`src/design/usfd_pkg.sv`:
```
// usfd_pkg: shared types and constants for the string field deframer
// used by every module of uleb128_string_field_deframer; no dependencies
package usfd_pkg;

  localparam int unsigned LEN_W    = 32;
  localparam int unsigned BYTE_W   = 8;
  localparam int unsigned GROUP_W  = 3;

  // number of 7-bit length groups that still land inside 32 bits
  localparam logic [GROUP_W-1:0] GROUP_STOP = 3'd5;

  localparam logic [1:0] MODE_STRING = 2'd0;
  localparam logic [1:0] MODE_HASH   = 2'd1;
  localparam logic [1:0] MODE_SKIP   = 2'd2;

  localparam logic REG_FIELD_MODE = 1'b0;

  typedef enum logic [2:0] {
    PH_MARKER  = 3'b001,
    PH_LENGTH  = 3'b010,
    PH_PAYLOAD = 3'b100
  } phase_t;

  typedef struct packed {
    logic [LEN_W-1:0]  field_length;
    logic              field_last;
    logic              field_empty;
    logic              data_valid;
    logic [BYTE_W-1:0] out_byte;
  } result_t;

endpackage

```
`src/design/usfd_cfg_regs.sv`:
```
// usfd_cfg_regs: apb-style register port holding the field mode
// depends on usfd_pkg
module usfd_cfg_regs import usfd_pkg::*; (
  input  logic        clk,
  input  logic        rst_n,
  input  logic        cfg_psel,
  input  logic        cfg_penable,
  input  logic        cfg_pwrite,
  input  logic [2:0]  cfg_paddr,
  input  logic [31:0] cfg_pwdata,
  output logic [31:0] cfg_prdata,
  output logic        cfg_pready,
  output logic [1:0]  field_mode
);

  logic [1:0] mode_r;
  logic [1:0] mode_nxt;
  logic       wr_en;

  assign cfg_pready = 1'b1;
  assign wr_en = cfg_psel && cfg_penable && cfg_pwrite && cfg_pready;

  always_comb begin
    mode_nxt = mode_r;
    if (wr_en && (cfg_paddr[2] == REG_FIELD_MODE)) begin
      mode_nxt = cfg_pwdata[1:0];
    end
  end

  always_ff @(posedge clk) begin
    if (!rst_n) begin
      mode_r <= MODE_STRING;
    end else begin
      mode_r <= mode_nxt;
    end
  end

  always_comb begin
    cfg_prdata = '0;
    if (cfg_paddr[2] == REG_FIELD_MODE) begin
      cfg_prdata = {30'd0, mode_r};
    end
  end

  assign field_mode = mode_r;

endmodule

```
`src/design/usfd_parser.sv`:
```
// usfd_parser: marker / uleb128 length / payload parsing state, one byte per transfer
// depends on usfd_pkg
module usfd_parser import usfd_pkg::*; #(
  parameter int unsigned HASH_MAX_LEN = 32
) (
  input  logic              clk,
  input  logic              rst_n,
  input  logic              byte_fire,
  input  logic [BYTE_W-1:0] byte_in,
  input  logic [1:0]        field_mode,
  output logic              res_valid,
  output result_t           res
);

  phase_t             phase_r, phase_nxt;
  logic [LEN_W-1:0]   accum_r, accum_nxt;
  logic [GROUP_W-1:0] group_r, group_nxt;
  logic [LEN_W-1:0]   left_r, left_nxt;
  logic [LEN_W-1:0]   held_r, held_nxt;

  logic [LEN_W-1:0] accum_or;
  logic [LEN_W-1:0] len_capped;
  logic [LEN_W-1:0] left_dec;
  logic             skip;
  logic             last;

  assign skip = field_mode[1];
  assign left_dec = left_r - 32'd1;
  assign last = (left_dec == '0);

  always_comb begin
    case (group_r)
      3'd0:    accum_or = accum_r | {25'd0, byte_in[6:0]};
      3'd1:    accum_or = accum_r | {18'd0, byte_in[6:0], 7'd0};
      3'd2:    accum_or = accum_r | {11'd0, byte_in[6:0], 14'd0};
      3'd3:    accum_or = accum_r | {4'd0, byte_in[6:0], 21'd0};
      3'd4:    accum_or = accum_r | {byte_in[3:0], 28'd0};
      default: accum_or = accum_r;
    endcase
  end

  always_comb begin
    len_capped = accum_or;
    if ((field_mode == MODE_HASH) && (accum_or > 32'(HASH_MAX_LEN))) begin
      len_capped = 32'(HASH_MAX_LEN);
    end
  end

  always_comb begin
    phase_nxt = phase_r;
    accum_nxt = accum_r;
    group_nxt = group_r;
    left_nxt  = left_r;
    held_nxt  = held_r;
    res_valid = 1'b0;
    res       = '0;
    if (byte_fire) begin
      unique case (phase_r)
        PH_LENGTH: begin
          accum_nxt = accum_or;
          group_nxt = (group_r < GROUP_STOP) ? group_r + 3'd1 : group_r;
          if (!byte_in[7]) begin
            accum_nxt = '0;
            group_nxt = '0;
            held_nxt  = len_capped;
            left_nxt  = len_capped;
            if (len_capped == '0) begin
              phase_nxt       = PH_MARKER;
              res_valid       = 1'b1;
              res.field_empty = 1'b1;
              res.field_last  = 1'b1;
            end else begin
              phase_nxt = PH_PAYLOAD;
            end
          end
        end
        PH_PAYLOAD: begin
          left_nxt = left_dec;
          if (last) begin
            phase_nxt = PH_MARKER;
          end
          res.field_length = held_r;
          res.field_last   = last;
          if (skip) begin
            res_valid = last;
          end else begin
            res_valid       = 1'b1;
            res.data_valid  = 1'b1;
            res.out_byte    = byte_in;
          end
        end
        default: begin
          accum_nxt = '0;
          group_nxt = '0;
          left_nxt  = '0;
          if (byte_in == '0) begin
            phase_nxt       = PH_MARKER;
            held_nxt        = '0;
            res_valid       = 1'b1;
            res.field_empty = 1'b1;
            res.field_last  = 1'b1;
          end else begin
            phase_nxt = PH_LENGTH;
          end
        end
      endcase
    end
  end

  always_ff @(posedge clk) begin
    if (!rst_n) begin
      phase_r <= PH_MARKER;
      accum_r <= '0;
      group_r <= '0;
      left_r  <= '0;
      held_r  <= '0;
    end else begin
      phase_r <= phase_nxt;
      accum_r <= accum_nxt;
      group_r <= group_nxt;
      left_r  <= left_nxt;
      held_r  <= held_nxt;
    end
  end

endmodule

```
`src/design/usfd_out_buf.sv`:
```
// usfd_out_buf: result register with skid entry decoupling the output stall
// depends on usfd_pkg
module usfd_out_buf import usfd_pkg::*; (
  input  logic    clk,
  input  logic    rst_n,
  input  logic    push,
  input  result_t push_data,
  output logic    can_accept,
  output logic    out_valid,
  input  logic    out_ready,
  output result_t out_data
);

  logic    main_valid_r, main_valid_nxt;
  logic    skid_valid_r, skid_valid_nxt;
  result_t main_r, main_nxt;
  result_t skid_r, skid_nxt;
  logic    pop;

  assign pop = main_valid_r && out_ready;
  assign can_accept = !skid_valid_r;

  always_comb begin
    main_valid_nxt = main_valid_r;
    skid_valid_nxt = skid_valid_r;
    main_nxt       = main_r;
    skid_nxt       = skid_r;
    if (skid_valid_r) begin
      if (pop) begin
        main_nxt       = skid_r;
        skid_valid_nxt = 1'b0;
      end
    end else if (push) begin
      if (main_valid_r && !pop) begin
        skid_nxt       = push_data;
        skid_valid_nxt = 1'b1;
      end else begin
        main_nxt       = push_data;
        main_valid_nxt = 1'b1;
      end
    end else if (pop) begin
      main_valid_nxt = 1'b0;
    end
  end

  always_ff @(posedge clk) begin
    if (!rst_n) begin
      main_valid_r <= 1'b0;
      skid_valid_r <= 1'b0;
    end else begin
      main_valid_r <= main_valid_nxt;
      skid_valid_r <= skid_valid_nxt;
    end
  end

  always_ff @(posedge clk) begin
    main_r <= main_nxt;
    skid_r <= skid_nxt;
  end

  assign out_valid = main_valid_r;
  assign out_data  = main_r;

endmodule

```
`src/design/uleb128_string_field_deframer.sv`:
```
// uleb128_string_field_deframer: top level of the string field deframer
// depends on usfd_pkg, usfd_cfg_regs, usfd_parser, usfd_out_buf
//
// in_*: one packet byte per transfer. each field is a marker byte, a uleb128
// length, then the payload. out_*: at most one result per input byte: payload
// bytes (string or hash mode), one end result per field in skip mode, or one
// empty-field result for a zero marker or zero length. out_tlast marks the
// final result of a field. cfg_*: apb port, field_mode at byte address 0
// (0 string, 1 hash with length capped at HASH_MAX_LEN, 2 or 3 skip).
// one byte is taken every cycle while in_tready is high; parser state updates
// at the input transfer and its result is registered in the buffer. a two-entry
// result buffer (output register plus skid) lets input keep flowing when the
// receiver stalls; in_tready drops only while the skid entry is occupied.
// reset (synchronous rst_n) returns the parser to expecting a marker, clears
// the length state and selects string mode; no clearing pass is needed.
module uleb128_string_field_deframer import usfd_pkg::*; #(
  parameter int unsigned HASH_MAX_LEN = 32
) (
  input  logic        clk,
  input  logic        rst_n,
  input  logic        in_tvalid,
  output logic        in_tready,
  input  logic [7:0]  in_tdata,     // [7:0] in_byte
  output logic        out_tvalid,
  input  logic        out_tready,
  output logic [39:0] out_tdata,    // [7:0] out_byte, [39:8] field_length
  output logic [1:0]  out_tuser,    // [0] data_valid, [1] field_empty
  output logic        out_tlast,
  input  logic        cfg_psel,
  input  logic        cfg_penable,
  input  logic        cfg_pwrite,
  input  logic [2:0]  cfg_paddr,
  input  logic [31:0] cfg_pwdata,
  output logic [31:0] cfg_prdata,
  output logic        cfg_pready
);

  logic [1:0] field_mode;
  logic       byte_fire;
  logic       res_valid;
  logic       can_accept;
  result_t    res;
  result_t    out_res;

  assign in_tready = can_accept;
  assign byte_fire = in_tvalid && can_accept;

  usfd_cfg_regs u_cfg (
    .clk         (clk),
    .rst_n       (rst_n),
    .cfg_psel    (cfg_psel),
    .cfg_penable (cfg_penable),
    .cfg_pwrite  (cfg_pwrite),
    .cfg_paddr   (cfg_paddr),
    .cfg_pwdata  (cfg_pwdata),
    .cfg_prdata  (cfg_prdata),
    .cfg_pready  (cfg_pready),
    .field_mode  (field_mode)
  );

  usfd_parser #(
    .HASH_MAX_LEN (HASH_MAX_LEN)
  ) u_parser (
    .clk        (clk),
    .rst_n      (rst_n),
    .byte_fire  (byte_fire),
    .byte_in    (in_tdata),
    .field_mode (field_mode),
    .res_valid  (res_valid),
    .res        (res)
  );

  usfd_out_buf u_out (
    .clk        (clk),
    .rst_n      (rst_n),
    .push       (res_valid),
    .push_data  (res),
    .can_accept (can_accept),
    .out_valid  (out_tvalid),
    .out_ready  (out_tready),
    .out_data   (out_res)
  );

  assign out_tdata = {out_res.field_length, out_res.out_byte};
  assign out_tuser = {out_res.field_empty, out_res.data_valid};
  assign out_tlast = out_res.field_last;

endmodule

```
`config.mk`:
```
export PLATFORM = sky130hd
export DESIGN_NAME = uleb128_string_field_deframer
export DESIGN_NICKNAME = d
export VERILOG_FILES = /design/src/design/usfd_pkg.sv /design/src/design/usfd_cfg_regs.sv /design/src/design/usfd_parser.sv /design/src/design/usfd_out_buf.sv /design/src/design/uleb128_string_field_deframer.sv
export SDC_FILE = /design/constraint.sdc
export NUM_CORES = 1
export LEC_CHECK = 0
export ABC_AREA = 1
export BUFFER_PORTS_ARGS = -buffer_cell sky130_fd_sc_hd__buf_4
export CORE_UTILIZATION = 58
export CTS_BUF_LIST = sky130_fd_sc_hd__clkbuf_2 sky130_fd_sc_hd__clkbuf_4 sky130_fd_sc_hd__clkbuf_8
export CTS_CLUSTER_SIZE = 10
export DETAILED_ROUTE_END_ITERATION = 7
export PLACE_DENSITY = 0.92
export RECOVER_POWER = 100
export SETUP_SLACK_MARGIN = 0.4
export SYNTH_ARGS = -nofsm -noshare
export SYNTH_HDL_FRONTEND = slang
export SYNTH_SLANG_ARGS = --single-unit
```
`constraint.sdc`:
```
create_clock -name clk -period 5.5 [get_ports clk]
set_clock_uncertainty 0.05 [all_clocks]
set_input_delay 0.55 -clock clk [delete_from_list [all_inputs] [get_ports clk]]
set_output_delay 0.55 -clock clk [all_outputs]
set_load 0.005 [all_outputs]
```
==> run_results.csv <==
group,metric,value,unit
clocking,cts_tree,"yes",
sta,finalCriticalPeriod,4212,ps
sta,finalSetupViolations,0,
finish,layout.nets,1310,
die,ios,128,
power,p_per_area,270.0,nW/um^2
sta,final_max_slew_viol_count,180,
sta,max_slew_margin,-76.32,%
critical_path,r2r_setup_slack,1290,ps
place,portBuffers,64,
finish,layout_common_cells,"nand2_1 (262), o21ai_0 (162), nor2_1 (146)",
status,violations,"max-capacitance violations, max-slew violations",
finish,final_common_cell,"nand2_1",
clocking,cts_root_buf,"clkbuf_8",
routing,firstDrtPassIters,6,
synth,synth_top_family_by_area,"simple AND/OR/NAND/NOR gates",
global_routing,grt_use_total,28.77,%
critical_path,required,5790,ps
clocking,clockBufferDepth,2,
critical_path,cp_cell_sequence,"clkbuf_1, inv_2, nand2_1, nor2_1, clkbuf_1, nand2_1, nor2_1, nand2_1, nand2_1",
synth,yosys.area_share.simple,22.52,%
critical_path,slowest_stage,"clkbuf_1",
sta,setup_ws,1288,ps
synth,ys_async_sr_fraction,0,%
synth,netlist_instances,1215,
global_routing,grt_pass1_vias,7326,
routing,wl_per_cell,15.90,um
routing,drt_iter0_drc,1001,
finish,utilization,64.33,%
synth,synth-edff-count,86,
worst_hold_path,min_path_type,"input pin to flop",
sta,hold_viol_final,0,
global_routing,grt_first_pass_wirelength,36.85,mm
routing,vias,8311,
flow_run,maxCapViolations,3,
synth,syn_avg_cell_area,7.774,sq um
power,ir_drop,0.1553,mV
sta,tightest_slew,2645,ps
clocking,hold_buffers,0,
worst_hold_path,min_delay_path_depth,3,
critical_path,cp.arrival,4500,ps
place,gp_congestion,0.9247,
routing,ant_nets,0,
die,row_count,46,
sta,post-route-period-util,76.58,%
worst_hold_path,hp-start,"cfg_pwdata[0]",
synth,ys_top_cells_by_area,"edfxtp_1 (27%), dfxtp_1 (22%), nand2_1 (10%)",
global_routing,grt_max_degree,71,
synth,synth_xor_area_share,0.6491,%
finish,syn_to_final_growth,8.187,%
clocking,cts_setup_buffers,0,
clocking,cts_htree_levels,4,
synth,synth_top_area_share,27.34,%
critical_path,ff2ff_path_depth,9,
clocking,cts-resized-gates,0,
global_routing,overflow,0,
synth,synth_ff_type,"dfxtp_1",
synth,ys_types,36,
clocking,cts.clk_slew.worst_paths,100,ps
clocking,clock_latency,480,ps
critical_path,reg2reg_to,"u_out.out_data[10]",
critical_path,start_kind,"flop",
critical_path,cp_top_family,"buffers and inverters",
critical_path,cp_max_fo,62,
die,core_area,15890,sq um
place,pre_cts_ws,1865,ps
synth,synth_area,9445,sq um
synth,yosys.area.top_type,"edfxtp_1",
synth,muxShareOfSynthArea,0,%
place,place_hpwl,16.72,mm
routing,drcViolationCount,0,
clocking,cts_sinks,192,
die,die-area,16800,sq um
die,die_h,129.6,um
synth,yosys_warnings,0,
routing,wirelength,23.54,mm
die,dieWidth,129.6,um
synth,synthAdderAreaFrac,1.060,%
critical_path,endpoint_kind,"flop",
critical_path,cpMostUsedCell,"nand2_1",
finish,final-instance-count-excl-fill,1481,
status,status,"finished with violations",
global_routing,grt_antenna_before_repair,0,
sta,tns,0,ps
clocking,numCtsBuffers,17,
die,start_util,59.46,%
critical_path,max_stage_delay,1560,ps
place,place_inst,1449,
worst_hold_path,min_to,"u_cfg.field_mode[0]",
critical_path,worstSetupPathType,"flop to flop",
finish,diodes,0,
critical_path,worst_r2r_startpoint,"u_out.skid_valid_r",
critical_path,crit_buf_inv,3,
sta,fmax,237.4,MHz
synth,synth_compound_area_share,15.55,%
synth,yosysSeqAreaShare,49.81,%
synth,synth_seq_cells,192,
routing,vias_per_cell,5.612,
sta,rsz0062_at_grt,"false",
power,leakagePower,4.260,nW
finish,drive_gt1_share,7.984,%
## worst max path at each step
stage / start / endpoint / slack (ps) / depth (start not counted)
floorplan: out_tready / u_out.out_data[0] / 1290 / 2
global placement: u_parser.left_r[0] / u_out.out_data[28] / 1940 / 17
detailed placement: u_parser.left_r[0] / u_out.out_data[28] / 1870 / 17
CTS: u_parser.left_r[0] / u_out.out_data[28] / 1830 / 17
global route: u_out.skid_valid_r / u_out.out_data[10] / 860 / 9
finish: u_out.skid_valid_r / u_out.out_data[10] / 1290 / 9
## worst reg2reg max path, stage by stage, from the launching register on
cell      delay (ps)
dfxtp_1          320
clkbuf_1         710
inv_2            380
nand2_1          170
nor2_1           160
clkbuf_1        1560
nand2_1          320
nor2_1           190
nand2_1          130
nand2_1           90
## flip-flops by register name, indices dropped and copies added, names as in the netlist
| name | cells |
|---|---|
| u_parser.accum_r | 32 |
| u_out.out_valid | 1 |
| u_out.skid_r | 43 |
| u_parser.left_r | 32 |
| u_out.skid_valid_r | 1 |
| u_out.out_data | 43 |
| u_parser.group_r | 3 |
| u_parser.held_r | 32 |
| u_parser.phase_r | 3 |
| u_cfg.field_mode | 2 |
## synth_stat cells (11+ instances only)
library cell / instances
a21oi_1: 92
buf_4: 31
clkbuf_1: 41
dfxtp_1: 106
edfxtp_1: 86
inv_1: 128
nand2_1: 262
nand3_1: 51
nand3_2: 11
nand4_1: 14
nor2_1: 146
o21ai_0: 163
## report_power, final
| part | total, W | leakage (nW) | switching [W] | internal (W) |
|---|---|---|---|---|
| clock | 0.000923 | 0.196 | 0.000508 | 0.000415 |
| sequential | 0.00153 | 1.82 | 0.0000264 | 0.00151 |
| combinational | 0.000302 | 2.24 | 0.000216 | 0.0000865 |
## per-stage QoR
step                total power (W)  area [sq um]  hold slack (ps)
detailed placement         0.001860          9937            394.4
global placement           0.001853          9937            388.4
finish                     0.002759         10220            301.1
floorplan                  0.001793          9554            375.5
CTS                        0.002758         10330            284.7
global route               0.002853         10220            307.1
## cell families (layout without fill, tap and decap cells)
kind of cell,Yosys count,in the layout
buffers and inverters,218,239
adders and majority gates,8,8
DFF,192,192
other,2,31
xor gates and xnor gates,7,7
and+or+nand+nor,506,506
AOI/OAI and AO/OA,282,282
## layout make-up
type                       instances  area (sq um)
clock inverter                    14         153.9
clock buffer                      18         241.5
sequential                       192          4705
multi-input combinational        834          3872
timing repair buffer              74         476.7
tap                              216         270.3
inverter                         133         499.2
fill                            1362          5667
## layer usage
layer | share of wire, % | wire length [um] | global-route usage (%)
met4 | 3.9 | 917 | 13.61
met2 | 47 | 11090 | 47.47
met3 | 7.5 | 1769 | 4.377
met1 | 41 | 9763 | 37.23
met5 | 0 | 0 | 0
No activity file was read; power rests on OpenSTA's default activity.
